`src/design/dnsq_pkg.sv`:
```
// shared types, phase codes and constants for the dns question parser
package dnsq_pkg;

    localparam int DNSQ_HEADER_BYTES = 12;
    localparam int DNSQ_QUEUE_DEPTH = 3;

    localparam logic [2:0] PH_HEADER = 3'd0;
    localparam logic [2:0] PH_LEN    = 3'd1;
    localparam logic [2:0] PH_LABEL  = 3'd2;
    localparam logic [2:0] PH_QTYPE  = 3'd3;
    localparam logic [2:0] PH_QCLASS = 3'd4;
    localparam logic [2:0] PH_SKIP   = 3'd5;

    localparam logic KIND_CHAR    = 1'b0;
    localparam logic KIND_SUMMARY = 1'b1;

    localparam logic [7:0] DOT_CHAR = 8'h2E;
    localparam logic [15:0] NAME_COUNT_MAX = 16'hFFFF;

    localparam int FLAG_NAME   = 0;
    localparam int FLAG_QTYPE  = 1;
    localparam int FLAG_QCLASS = 2;

    typedef struct packed {
        logic [2:0]  phase;
        logic [3:0]  field_count;
        logic        qdcount_seen;
        logic [7:0]  label_remaining;
        logic        label_started;
        logic [15:0] name_count;
        logic [15:0] type_value;
        logic [15:0] class_value;
        logic [2:0]  presence_flags;
    } parse_state_t;

    localparam parse_state_t PARSE_STATE_RESET = '{
        phase:           PH_HEADER,
        field_count:     4'd0,
        qdcount_seen:    1'b0,
        label_remaining: 8'd0,
        label_started:   1'b0,
        name_count:      16'd0,
        type_value:      16'd0,
        class_value:     16'd0,
        presence_flags:  3'd0
    };

    typedef struct packed {
        logic        kind;
        logic [7:0]  name_char;
        logic        name_valid;
        logic [15:0] name_length;
        logic [15:0] qtype;
        logic        qtype_present;
        logic [15:0] qclass;
        logic        qclass_present;
        logic        run_last;
    } result_t;

endpackage

```
`src/design/dnsq_parse.sv`:
```
// per-byte parse step: next parser state plus the character and summary results
module dnsq_parse
    import dnsq_pkg::*;
#(
    parameter int HEADER_BYTES = DNSQ_HEADER_BYTES
)
(
    input  parse_state_t st,
    input  logic [7:0]   message_byte,
    input  logic         final_byte,
    output parse_state_t st_next,
    output logic         char_valid,
    output result_t      char_res,
    output logic         sum_valid,
    output result_t      sum_res
);

    localparam logic [3:0] HEADER_LAST = 4'(HEADER_BYTES - 1);

    always_comb
    begin
        parse_state_t nx;
        logic         emit;
        logic [7:0]   ch;
        logic [7:0]   rem;
        logic [3:0]   fc;

        nx   = st;
        emit = 1'b0;
        ch   = 8'd0;
        rem  = st.label_remaining - 8'd1;
        fc   = st.field_count + 4'd1;

        unique case (st.phase)
            PH_HEADER:
            begin
                if ((st.field_count == 4'd4 || st.field_count == 4'd5) && message_byte != 8'd0)
                    nx.qdcount_seen = 1'b1;
                if (st.field_count >= HEADER_LAST)
                begin
                    nx.field_count = 4'd0;
                    nx.phase       = nx.qdcount_seen ? PH_LEN : PH_SKIP;
                end
                else
                begin
                    nx.field_count = fc;
                end
            end
            PH_LEN:
            begin
                if (message_byte == 8'd0)
                begin
                    nx.presence_flags[FLAG_NAME] = 1'b1;
                    nx.field_count = 4'd0;
                    nx.phase       = PH_QTYPE;
                end
                else
                begin
                    // separator ahead of every label but the first
                    if (st.label_started)
                    begin
                        emit = 1'b1;
                        ch   = DOT_CHAR;
                    end
                    nx.label_started   = 1'b1;
                    nx.label_remaining = message_byte;
                    nx.phase           = PH_LABEL;
                end
            end
            PH_LABEL:
            begin
                emit = 1'b1;
                ch   = message_byte;
                nx.label_remaining = rem;
                if (rem == 8'd0)
                    nx.phase = PH_LEN;
            end
            PH_QTYPE:
            begin
                nx.type_value  = {st.type_value[7:0], message_byte};
                nx.field_count = fc;
                if (fc >= 4'd2)
                begin
                    nx.presence_flags[FLAG_QTYPE] = 1'b1;
                    nx.field_count = 4'd0;
                    nx.phase       = PH_QCLASS;
                end
            end
            PH_QCLASS:
            begin
                nx.class_value = {st.class_value[7:0], message_byte};
                nx.field_count = fc;
                if (fc >= 4'd2)
                begin
                    nx.presence_flags[FLAG_QCLASS] = 1'b1;
                    nx.field_count = 4'd0;
                    nx.phase       = PH_SKIP;
                end
            end
            default:
            begin
                nx = st;
            end
        endcase

        if (emit && nx.name_count != NAME_COUNT_MAX)
            nx.name_count = nx.name_count + 16'd1;

        char_valid         = emit;
        char_res           = '0;
        char_res.kind      = KIND_CHAR;
        char_res.name_char = ch;
        char_res.run_last  = ~final_byte;

        sum_valid              = final_byte;
        sum_res                = '0;
        sum_res.kind           = KIND_SUMMARY;
        sum_res.name_valid     = nx.presence_flags[FLAG_NAME];
        sum_res.name_length    = nx.name_count;
        sum_res.qtype_present  = nx.presence_flags[FLAG_QTYPE];
        sum_res.qtype          = nx.presence_flags[FLAG_QTYPE] ? nx.type_value : 16'd0;
        sum_res.qclass_present = nx.presence_flags[FLAG_QCLASS];
        sum_res.qclass         = nx.presence_flags[FLAG_QCLASS] ? nx.class_value : 16'd0;
        sum_res.run_last       = 1'b1;

        // message done: start over for the next one
        st_next = final_byte ? PARSE_STATE_RESET : nx;
    end

endmodule

```
`src/design/dnsq_res_queue.sv`:
```
// small shifting result queue: takes up to two results a cycle, hands out one
module dnsq_res_queue
    import dnsq_pkg::*;
(
    input  logic    clk,
    input  logic    rst_n,
    input  logic    push_a,
    input  result_t res_a,
    input  logic    push_b,
    input  result_t res_b,
    output logic    has_room,
    output logic    head_valid,
    output result_t head,
    input  logic    pop
);

    localparam int CW = $clog2(DNSQ_QUEUE_DEPTH + 1);

    result_t         slot_reg [DNSQ_QUEUE_DEPTH];
    result_t         slot_next[DNSQ_QUEUE_DEPTH];
    logic [CW-1:0]   cnt_reg;
    logic [CW-1:0]   cnt_next;
    logic [CW-1:0]   base;
    logic            do_pop;

    assign do_pop     = pop && cnt_reg != '0;
    assign head_valid = cnt_reg != '0;
    assign head       = slot_reg[0];
    // room for a worst case pair of results without looking at the output side
    assign has_room   = cnt_reg <= CW'(DNSQ_QUEUE_DEPTH - 2);
    assign base       = cnt_reg - CW'(do_pop);

    always_comb
    begin
        for (int i = 0; i < DNSQ_QUEUE_DEPTH; i++)
            slot_next[i] = slot_reg[i];
        if (do_pop)
        begin
            for (int i = 0; i < DNSQ_QUEUE_DEPTH - 1; i++)
                slot_next[i] = slot_reg[i + 1];
        end
        for (int i = 0; i < DNSQ_QUEUE_DEPTH; i++)
        begin
            if (push_a && base == CW'(i))
                slot_next[i] = res_a;
            if (push_b && base + CW'(1) == CW'(i))
                slot_next[i] = res_b;
        end
        cnt_next = base + CW'(push_a) + CW'(push_b);
    end

    always_ff @(posedge clk)
    begin
        for (int i = 0; i < DNSQ_QUEUE_DEPTH; i++)
            slot_reg[i] <= slot_next[i];
    end

    always_ff @(posedge clk or negedge rst_n)
    begin
        if (!rst_n)
            cnt_reg <= '0;
        else
            cnt_reg <= cnt_next;
    end

`ifndef ASSERT_OFF
    a_cnt_bound: assert property (@(posedge clk) disable iff (!rst_n)
        cnt_reg <= CW'(DNSQ_QUEUE_DEPTH))
        else $error("result queue overfilled");

    a_b_needs_a: assert property (@(posedge clk) disable iff (!rst_n)
        push_b |-> push_a)
        else $error("second result pushed without first");

    a_pop_count: assert property (@(posedge clk) disable iff (!rst_n)
        (do_pop && !push_a) |=> cnt_reg == $past(cnt_reg) - CW'(1))
        else $error("queue count wrong after pop");
`endif

endmodule

```
`src/design/dns_question_parser.sv`:
```
// dns question parser top level: byte input, parser state, result queue
// Takes a DNS message one byte per request, with final_byte on its last byte, and gives
// the first question's name as character results ('.' between labels), then one summary
// result on the last byte with name validity, length, qtype and qclass. A byte is taken
// every cycle while the three-entry result queue has room for two results; a byte that
// yields both a character and the summary pushes two results at once, and results that are
// not popped while out_ready is low fill the queue and stop input until they are taken.
module dns_question_parser
    import dnsq_pkg::*;
#(
    parameter int HEADER_BYTES = DNSQ_HEADER_BYTES
)
(
    input  logic        clk,
    input  logic        rst_n,
    input  logic        in_valid,
    output logic        in_ready,
    input  logic [7:0]  message_byte,
    input  logic        final_byte,
    output logic        out_valid,
    input  logic        out_ready,
    output logic        kind,
    output logic [7:0]  name_char,
    output logic        name_valid,
    output logic [15:0] name_length,
    output logic [15:0] qtype,
    output logic        qtype_present,
    output logic [15:0] qclass,
    output logic        qclass_present,
    output logic        run_last
);

    parse_state_t st_reg;
    parse_state_t st_next;
    parse_state_t st_step;
    logic         in_fire;
    logic         char_valid;
    logic         sum_valid;
    result_t      char_res;
    result_t      sum_res;
    result_t      head;
    logic         push_a;
    logic         push_b;
    result_t      res_a;

    assign in_fire = in_valid && in_ready;

    dnsq_parse #(
        .HEADER_BYTES (HEADER_BYTES)
    ) u_parse (
        .st           (st_reg),
        .message_byte (message_byte),
        .final_byte   (final_byte),
        .st_next      (st_step),
        .char_valid   (char_valid),
        .char_res     (char_res),
        .sum_valid    (sum_valid),
        .sum_res      (sum_res)
    );

    assign st_next = in_fire ? st_step : st_reg;
    assign push_a  = in_fire && (char_valid || sum_valid);
    assign push_b  = in_fire && char_valid && sum_valid;
    assign res_a   = char_valid ? char_res : sum_res;

    always_ff @(posedge clk or negedge rst_n)
    begin
        if (!rst_n)
            st_reg <= PARSE_STATE_RESET;
        else
            st_reg <= st_next;
    end

    dnsq_res_queue u_queue (
        .clk        (clk),
        .rst_n      (rst_n),
        .push_a     (push_a),
        .res_a      (res_a),
        .push_b     (push_b),
        .res_b      (sum_res),
        .has_room   (in_ready),
        .head_valid (out_valid),
        .head       (head),
        .pop        (out_ready)
    );

    assign kind           = head.kind;
    assign name_char      = head.name_char;
    assign name_valid     = head.name_valid;
    assign name_length    = head.name_length;
    assign qtype          = head.qtype;
    assign qtype_present  = head.qtype_present;
    assign qclass         = head.qclass;
    assign qclass_present = head.qclass_present;
    assign run_last       = head.run_last;

`ifndef ASSERT_OFF
    a_final_resets: assert property (@(posedge clk) disable iff (!rst_n)
        (in_fire && final_byte) |=> (st_reg.phase == PH_HEADER && st_reg.field_count == 4'd0
                                     && st_reg.name_count == 16'd0))
        else $error("parser state not cleared after last byte");

    a_label_emits: assert property (@(posedge clk) disable iff (!rst_n)
        (in_fire && st_reg.phase == PH_LABEL) |-> push_a)
        else $error("label byte gave no character");

    a_name_count_grows: assert property (@(posedge clk) disable iff (!rst_n)
        (in_fire && !final_byte) |=> st_reg.name_count >= $past(st_reg.name_count))
        else $error("name count went backward inside a message");

    a_summary_last: assert property (@(posedge clk) disable iff (!rst_n)
        (out_valid && kind == KIND_SUMMARY) |-> run_last)
        else $error("summary result not marked last");
`endif

endmodule
```
`config.mk`:
```
export PLATFORM = sky130hd
export DESIGN_NAME = dns_question_parser
export DESIGN_NICKNAME = d
export VERILOG_FILES = /design/src/design/dnsq_pkg.sv /design/src/design/dnsq_parse.sv /design/src/design/dnsq_res_queue.sv /design/src/design/dns_question_parser.sv
export SDC_FILE = /design/constraint.sdc
export NUM_CORES = 1
export LEC_CHECK = 0
export ABC_AREA = 0
export BUFFER_PORTS_ARGS = -buffer_cell sky130_fd_sc_hd__buf_2
export CELL_PAD_IN_SITES_DETAIL_PLACEMENT = 1
export CELL_PAD_IN_SITES_GLOBAL_PLACEMENT = 2
export CORE_MARGIN = 2
export CORE_UTILIZATION = 42
export CTS_CLUSTER_DIAMETER = 100
export DETAILED_ROUTE_END_ITERATION = 6
export PLACE_DENSITY = 0.82
export SETUP_SLACK_MARGIN = 0.02
export SLEW_MARGIN = 20
export SYNTH_ARGS = -nofsm -noshare
export SYNTH_HDL_FRONTEND = slang
export SYNTH_HIERARCHICAL = 1
export SYNTH_SLANG_ARGS = --single-unit
```
`constraint.sdc`:
```
create_clock -name clk -period 7.4 [get_ports clk]
set_input_delay 0 -clock clk [delete_from_list [all_inputs] [get_ports clk]]
set_output_delay 0 -clock clk [all_outputs]
set_load 0.02 [all_outputs]
```
### Word-level counts from Yosys, hierarchy flattened

Memory sizes are Yosys's and may differ from the RTL's.
Index checks and enable logic that the tools add are counted.
Widths: inputs -> output; s select.

| word-level totals | value |
|---|---|
| RAM bits | 183 |
| input port bits | 13 |
| memories kept | 1 |
| flip-flop bits (word level) | 70 |
| word-level logic and storage cells | 113 |

| cells by class | value |
|---|---|
| equality and inequality tests | 18 |
| magnitude comparators | 3 |
| bitwise logic cells | 1 |
| multiplexer cells | 41 |
| reductions and logical operators | 32 |
| add/subtract/negate cells | 7 |

Memories:

| name | depth | bits a word | read ports | clocked after Yosys merged registers in | wr ports | line | text |
|---|---|---|---|---|---|---|---|
| u_queue.slot_reg | 3 | 61 | 3 | 0 | 3 | dnsq_res_queue.sv:19 | `result_t slot_reg [DNSQ_QUEUE_DEPTH];` |

Operators by type and width:

| operator | number |
|---|---|
| $mux 61 | 7 |
| $mux 122 | 1 |
| $mux 68 | 1 |
| $mux 16 | 4 |
| $pmux 8 s2 | 2 |
| $mux 17 | 1 |
| $add 16x1->16 const B | 1 |
| $logic_not 8->1 | 2 |
| $ne 16x16->1 const B | 1 |
| $pmux 4 s4 | 1 |
| $ne 3x2->1 const B | 5 |
| $pmux 3 s5 | 1 |
| $mux 7 | 2 |
| $logic_and 1x1->1 | 13 |
| $mux 1 | 12 |
| $mux 6 | 2 |
| $mux 3 | 3 |
| $mux 9 | 1 |
| $reduce_and 3->1 | 3 |
| $eq 4x3->1 const B | 2 |
| $mux 4 | 2 |
| $reduce_bool 8->1 | 1 |
| $sub 8x1->8 const B | 1 |
| $eq 3x2->1 const B | 2 |
| other kinds (24) | 31 |

### Logic depth before layout (Yosys ltp)

Gate-level depths: netlist of the first run.

| logic depth | value |
|---|---|
| depth after elaboration | 9 |
| gate-level depth with buffers | 12 |

### By module

Netlist of the first run, hierarchy kept.

By module, submodules not included:

| module | area an instance (µm²) | cells an instance | instances | sequential area each (µm²) |
|---|---|---|---|---|
| dnsq_res_queue | 9628.0 | 776 | 1 | 5545.3 |
| dns_question_parser | 3368.2 | 216 | 1 | 1701.6 |
| dnsq_parse | 2502.4 | 391 | 1 | 0.0 |

### Least setup slack after synthesis of the first run

OpenSTA, ideal clock, no wires.

| path | value |
|---|---|
| path type | register -> register |
| start | register, netlist name st_reg[67] |
| end | memory u_queue/slot_reg[0][100] (netlist name), enable pin |
| library setup time | 0.496 ns |
| period minus slack after synthesis | 5.392 ns |
| required time | 6.904 ns |
| buffers on the path | 3 |
| slack | 2.008 ns |
| arrival | 4.895 ns |
| stages on the path, launching flop included | 11 |
| path through | dfrtp_1 > nor4bb_1 > a21bo_2 > nand2_1 > buf_6 > buf_6 > nor2_1 > nor2_1 > nand2b_1 > clkbuf_1 > o211ai_1 |

RTL lines:

| item | line |
|---|---|
| end: declaration | dnsq_res_queue.sv:19 |

==> results.sh, run 1 <==
export IMPL_status="completed"
export IMPL_clk_latency_ns=0.57
export IMPL_cts_tree="yes"
export IMPL_instances_no_fill=1842
export IMPL_dieArea_um2=38450
export IMPL_cts_resized=0
export IMPL_drc=0
export IMPL_antenna_left=0
export IMPL_fmax_mhz=200.2
export IMPL_ys_seq_elements=253
export IMPL_pwr_density_cell_nw_per_um2=294.6
export IMPL_slew_limit_headroom_pct=31.02
export IMPL_fin_skew_ns=0.02080
export IMPL_fillCellCount=3941
export IMPL_finalSetupTns_ns=0
export IMPL_grt_max_degree=100
export IMPL_p_leak_uw=0.006696
export IMPL_drv_cap=0
export IMPL_async_flop_share_pct=27.67
export IMPL_drt_vias_per_instance=5.930
export IMPL_cts_root_buf="clkbuf_16"
export IMPL_yosysWarnings=6
export IMPL_yosysUniqueCellTypes=63
export IMPL_placedCellCount=1775
export IMPL_wire_per_inst_um=23.24
export IMPL_die_x_um=196.1
export IMPL_wl_um=42810
export IMPL_hold_path_class="input pin to flip-flop"
export IMPL_start_kind="flip-flop"
export IMPL_coreArea_um2=36430
export IMPL_finalHoldViolations=0
export IMPL_crit_type="flip-flop to flip-flop"
export IMPL_r2r_slack_ns=2.41
export IMPL_hpwl_um=25390
export IMPL_cts_setup_buffers=0
export IMPL_numPortBuffers=75
export IMPL_worst_ep_arrival_time_ns=5.19
export IMPL_first_pass_iters=6
export IMPL_final_common_cell="edfxtp_1"
export IMPL_crit_fanout=63
export IMPL_antenna_found_initial=0
export IMPL_grt_first_pass_wirelength_um=67140
export IMPL_worst_slew_pin_slew_ns=1.035
export IMPL_initial_core_util_pct=42.54
export IMPL_clk_pin_slew_ns=0.05
export IMPL_ioPinCount=76
export IMPL_crit_required_ns=7.59
export IMPL_num_vias=10920
export IMPL_grt_pass1_vias=11340
export IMPL_die_h_um=196.1
export IMPL_final_layout_size_suffix_gt1_share_pct=22.13
export IMPL_drv_slew=0
export IMPL_report_final_setup_viol=0
export IMPL_vdd_ir_drop_max_mv=0.2878
export IMPL_hold_buffers=8
export IMPL_fin_crit_sh_pct=67.50
export IMPL_clkSinkCount=253
export IMPL_synth_main_ff_cell="edfxtp_1"
export IMPL_largest_reg_flops=183
export IMPL_n_antenna_cell=0
export IMPL_syn_area_um2=15500
export IMPL_final_cell_mix="183 x edfxtp_1, 119 x mux2_2, 97 x nor2_1, 74 x buf_2, 70 x dfrtp_1"
export IMPL_post_route_min_period_ns=4.995
export IMPL_area_growth_pct=5.780
export IMPL_rsz0062_at_grt="false"
export IMPL_grt_overflow=0
export IMPL_synth_area_per_cell_um2=11.21
export IMPL_globalplace_congestion=0.8210
export IMPL_htree_levels=1
export IMPL_synthesis_instances=1383
export IMPL_synth_edff_count=183
export IMPL_nNetsFinal=1371
export IMPL_drtIter0Drc=680
export IMPL_yosysSeqAreaShare_pct=46.76
export IMPL_cts_buffers=31
export IMPL_row_count=70
export IMPL_cts_max_path_buffers=3
export IMPL_grt_total_usage_pct=22.29
export IMPL_crit_path_end_kind="flip-flop"
[per-layer routing]
| layer | up-vias | track usage [%] | wire length (um) |
|---|---|---|---|
| met5 | - | 0 | 0 |
| met2 | 272 | 38.67 | 21090 |
| met1 | 5642 | 30.22 | 19080 |
| met4 | 0 | 4.517 | 682 |
| met3 | 46 | 2.527 | 1954 |
| li1 | 4963 | - | - |
[cell usage after synthesis, drive strengths merged (2+ instances only)]
library cell / n / share of area, %
conb: 2 / 0.048
nand3b: 2 / 0.097
and3: 62 / 2.5
mux2i: 33 / 2.2
buf: 189 / 9.4
o211ai: 8 / 0.39
nor2: 98 / 2.4
xor2: 5 / 0.33
o21ai: 67 / 2.2
mux2: 193 / 14
nor3: 68 / 2.2
edfxtp: 183 / 35
nand2b: 2 / 0.081
nor3b: 4 / 0.19
nand3: 68 / 2.2
a211oi: 2 / 0.097
a221o: 62 / 4.0
nand2: 27 / 0.75
nand4: 5 / 0.28
xnor2: 19 / 1.1
a31oi: 63 / 2.5
nor4: 5 / 0.20
clkbuf: 49 / 1.2
a221oi: 4 / 0.23
o2111ai: 6 / 0.38
or2: 3 / 0.12
or4: 2 / 0.12
dfrtp: 70 / 11
a22oi: 5 / 0.24
inv: 13 / 0.31
and2: 21 / 0.85
a21oi: 15 / 0.68
ha: 9 / 0.73
nor2b: 7 / 0.28
[path summary, 6_finish.rpt]
check | start | to | cells after the start
min reg2reg | st_reg[12] | st_reg[12] | 1
max | st_reg[66] | u_queue/slot_reg[0][45] | 11
max reg2reg | st_reg[66] | u_queue/slot_reg[0][45] | 11
min | message_byte[2] | st_reg[5] | 4
min in group asynchronous | rst_n | st_reg[48] | 3
max in group asynchronous | rst_n | st_reg[24] | 3
[worst max-delay path, stage by stage, from the launching register on]
cell	delay, ns
dfrtp_1	0.60
nor2b_1	0.40
nand2b_1	0.31
nand2_2	0.14
buf_4	0.46
nand2_1	0.13
nor2_1	0.32
nor2b_4	0.25
buf_4	0.59
mux2i_4	0.14
nand2_2	0.61
buf_4	0.61
[area by class of cell]
class                           count  area, um^2  share of cell area, %
Multi-Input combinational cell    939        6863                  41.86
Sequential cell                   253        7247                  44.20
Timing Repair Buffer              111       688.2                  4.198
Tap cell                          468       585.6                  3.572
Clock buffer                       50       918.4                  5.602
Inverter                           13       48.80                 0.2976
Clock inverter                      8       43.79                 0.2671
[cells by family (layout without fill, tap and decap cells)]
logic type	count (synthesis)	in the layout	synth area share, %
xor gates and xnor gates	24	24	1.453
and+or+nand+nor	378	378	12.52
other	2	62	0.04846
muxes	226	226	16.43
adders and majority gates	9	9	0.7266
AOI/OAI and AO/OA	240	240	11.17
buffers and inverters	251	182	10.89
DFF	253	253	46.76
[where the power goes]
group	total, uW	leakage, uW	internal (uW)	switching (uW)
logic	1380	0.00350	354	1020
clock network	1460	0.000478	843	614
registers	2000	0.00271	1880	112
[through the flow]
stage / utilization, % / worst slack (ns) / hold WS [ns] / total power, uW / cell area (um^2)
after floorplan: - / 2.008 / -0.2956 / 3162 / 15720
after global placement: 42.06 / 2.577 / -0.1694 / 3366 / 15320
after detailed placement: 42.06 / 2.432 / -0.1631 / 3397 / 15320
after CTS: 44.92 / 2.354 / 0.02136 / 4864 / 16370
after global routing: 45.00 / 2.024 / 0.06113 / 5035 / 16390
final: 45.00 / 2.405 / 0.04080 / 4830 / 16390
Power figures use the tool's default switching activity.
==> run 2: changes to the inputs <==
--- a/config.mk
+++ b/config.mk
@@ -10,10 +10,10 @@
 export CELL_PAD_IN_SITES_DETAIL_PLACEMENT = 1
 export CELL_PAD_IN_SITES_GLOBAL_PLACEMENT = 2
 export CORE_MARGIN = 2
-export CORE_UTILIZATION = 42
+export CORE_UTILIZATION = 38
 export CTS_CLUSTER_DIAMETER = 100
 export DETAILED_ROUTE_END_ITERATION = 6
-export PLACE_DENSITY = 0.82
+export PLACE_DENSITY = 0.79
 export SETUP_SLACK_MARGIN = 0.02
 export SLEW_MARGIN = 20
 export SYNTH_ARGS = -nofsm -noshare
==> constraint.sdc (replaced) <==
create_clock -name clk -period 4.41 [get_ports clk]
set_input_delay 0 -clock clk [delete_from_list [all_inputs] [get_ports clk]]
set_output_delay 0 -clock clk [all_outputs]
set_load 0.02 [all_outputs]
==> run 2 against run 1 <==
Sequential power increased by 66%. Sequential share of layout area decreased by 0.10 points. Worst setup slack got worse by 1.7 ns. Cell count is 2.7% higher. Highest routed layer unchanged.
==> results.sh, run 2 (synthesis results as in run 1) <==
export IMPL_status="completed"
export IMPL_grt_overflow=0
export IMPL_holdWs_ns=0.01653
export IMPL_nNetsFinal=1368
export IMPL_drv_slew=0
export IMPL_fillCellCount=4377
export IMPL_wl_um=43850
export IMPL_die_h_um=206.0
export IMPL_cts_tree="yes"
export IMPL_crit_fanout=61
export IMPL_die_x_um=206.0
export IMPL_initial_core_util_pct=38.74
export IMPL_clk_latency_ns=0.57
export IMPL_antenna_left=0
export IMPL_coreArea_um2=40010
export IMPL_clk_pin_slew_ns=0.06
export IMPL_drc=0
export IMPL_r2r_cells=8
export IMPL_area_growth_pct=6.031
export IMPL_cts_root_buf="clkbuf_16"
export IMPL_drt_vias_per_instance=5.802
export IMPL_first_pass_iters=5
export IMPL_worst_ep_arrival_time_ns=3.86
export IMPL_final_layout_size_suffix_gt1_share_pct=22.47
export IMPL_final_cell_mix="183 x edfxtp_1, 119 x mux2_2, 95 x nor2_1, 74 x buf_2, 70 x dfrtp_1"
export IMPL_fin_skew_ns=0.009646
export IMPL_dr_wl_met2_um=20440
export IMPL_antenna_found_initial=1
export IMPL_worst_slew_pin_slew_ns=1.126
export IMPL_cts_setup_buffers=0
export IMPL_ioPinCount=76
export IMPL_grt_pass1_vias=11400
export IMPL_crit_type="flip-flop to flip-flop"
export IMPL_finalHoldViolations=0
export IMPL_cts_max_path_buffers=3
export IMPL_drv_cap=0
export IMPL_pwr_density_cell_nw_per_um2=489.9
export IMPL_final_common_cell="edfxtp_1"
export IMPL_post_route_min_period_ns=3.681
export IMPL_htree_levels=1
export IMPL_start_kind="flip-flop"
export IMPL_met1_length_um=20270
export IMPL_slew_limit_headroom_pct=24.60
export IMPL_hold_buffers=2
export IMPL_numPortBuffers=75
export IMPL_hold_path_class="input pin to flip-flop"
export IMPL_crit_required_ns=4.59
export IMPL_crit_chain="or2_4, nand2_1, inv_1, ha_1, xnor2_4, nand3_2, o211ai_1, buf_4"
export IMPL_num_vias=10980
export IMPL_fin_crit_sh_pct=83.46
export IMPL_clkSinkCount=253
export IMPL_largest_reg_flops=183
export IMPL_met3_length_um=2260
export IMPL_min_path_cells=4
export IMPL_vdd_ir_drop_max_mv=0.4846
export IMPL_cts_resized=0
export IMPL_dieArea_um2=42420
export IMPL_p_leak_uw=0.006674
export IMPL_grt_total_usage_pct=20.86
export IMPL_globalplace_congestion=0.7669
export IMPL_grt_max_degree=186
export IMPL_cpPeakStageDelay_ns=0.85
export IMPL_fmax_mhz=271.7
export IMPL_wire_per_inst_um=23.18
export IMPL_hpwl_um=24970
export IMPL_crit_path_end_kind="flip-flop"
export IMPL_grt_first_pass_wirelength_um=68480
export IMPL_drtIter0Drc=874
export IMPL_cts_buffers=29
export IMPL_top_layer="met4"
export IMPL_rsz0062_at_grt="false"
export IMPL_report_final_setup_viol=0
export IMPL_finalSetupTns_ns=0
export IMPL_row_count=73
export IMPL_crit_slowest_cell="buf_4"
[run 2: changes by cell type in the layout (fill, tap and decap cells not counted), sizes merged]
cell | before | now
clkinv | 7 | 12
inv | 14 | 13
diode | 0 | 1
buf | 103 | 108
clkbuf | 50 | 38
bufinv | 0 | 1
dlygate4sd3 | 8 | 2
[run 2: worst max-delay path: cells and delay by family, from the launching register on]
kind	cells	cell delay, ns
flops	1	0.52
buf+inv	2	0.91
fa+ha+maj	1	0.32
xor+xnor	1	0.79
simple gates	3	0.61
compound gates	1	0.12
[run 2: final timing paths]
check                                   start                       end  slack, ns
max                        u_queue/cnt_reg[1]  u_queue/slot_reg[0][121]       0.73
min                           message_byte[4]                st_reg[56]       0.02
max reg2reg                u_queue/cnt_reg[1]  u_queue/slot_reg[0][121]       0.73
min reg2reg                        st_reg[34]                st_reg[34]       0.51
max in group asynchronous               rst_n                 st_reg[5]       3.84
min in group asynchronous               rst_n                st_reg[56]       0.07
[run 2: final cells by class]
| type | instances | area, um^2 | area share (%) |
|---|---|---|---|
| Clock buffer | 38 | 779.5 | 4.743 |
| Clock inverter | 13 | 83.83 | 0.5101 |
| Timing Repair Buffer | 110 | 724.4 | 4.408 |
| Antenna cell | 1 | 2.502 | 0.01523 |
| Sequential cell | 253 | 7247 | 44.10 |
| Inverter | 13 | 48.80 | 0.2969 |
| Multi-Input combinational cell | 939 | 6890 | 41.93 |
| Tap cell | 525 | 656.9 | 3.997 |
[run 2: power breakdown]
group | total [uW] | leakage [uW] | internal [uW] | switching [uW]
combinational | 2450 | 0.00353 | 638 | 1810
sequential | 3320 | 0.00271 | 3160 | 157
clock | 2280 | 0.000429 | 1290 | 998
total | 8050 | 0.00667 | 5080 | 2970
[run 2: through the flow]
step | util, % | instance area [um^2] | setup WS (ns) | cells | total power, uW
after floorplan | - | 15770 | -0.7900 | 1443 | 5322
after global placement | 38.85 | 15540 | 0.8694 | 1838 | 5754
after detailed placement | 38.85 | 15540 | 0.8037 | 1838 | 5806
after CTS | 41.06 | 16430 | 0.7658 | 1891 | 8112
after global routing | 41.07 | 16430 | 0.5559 | 1891 | 8413
final | 41.08 | 16430 | 0.7294 | 1892 | 8050
[run 2: layer usage]
layer / vias to the layer above / track usage (%)
met3: 62 / 2.539
met5: - / 0
li1: 4946 / -
met1: 5671 / 29.03
met2: 299 / 34.29
met4: 0 / 5.638
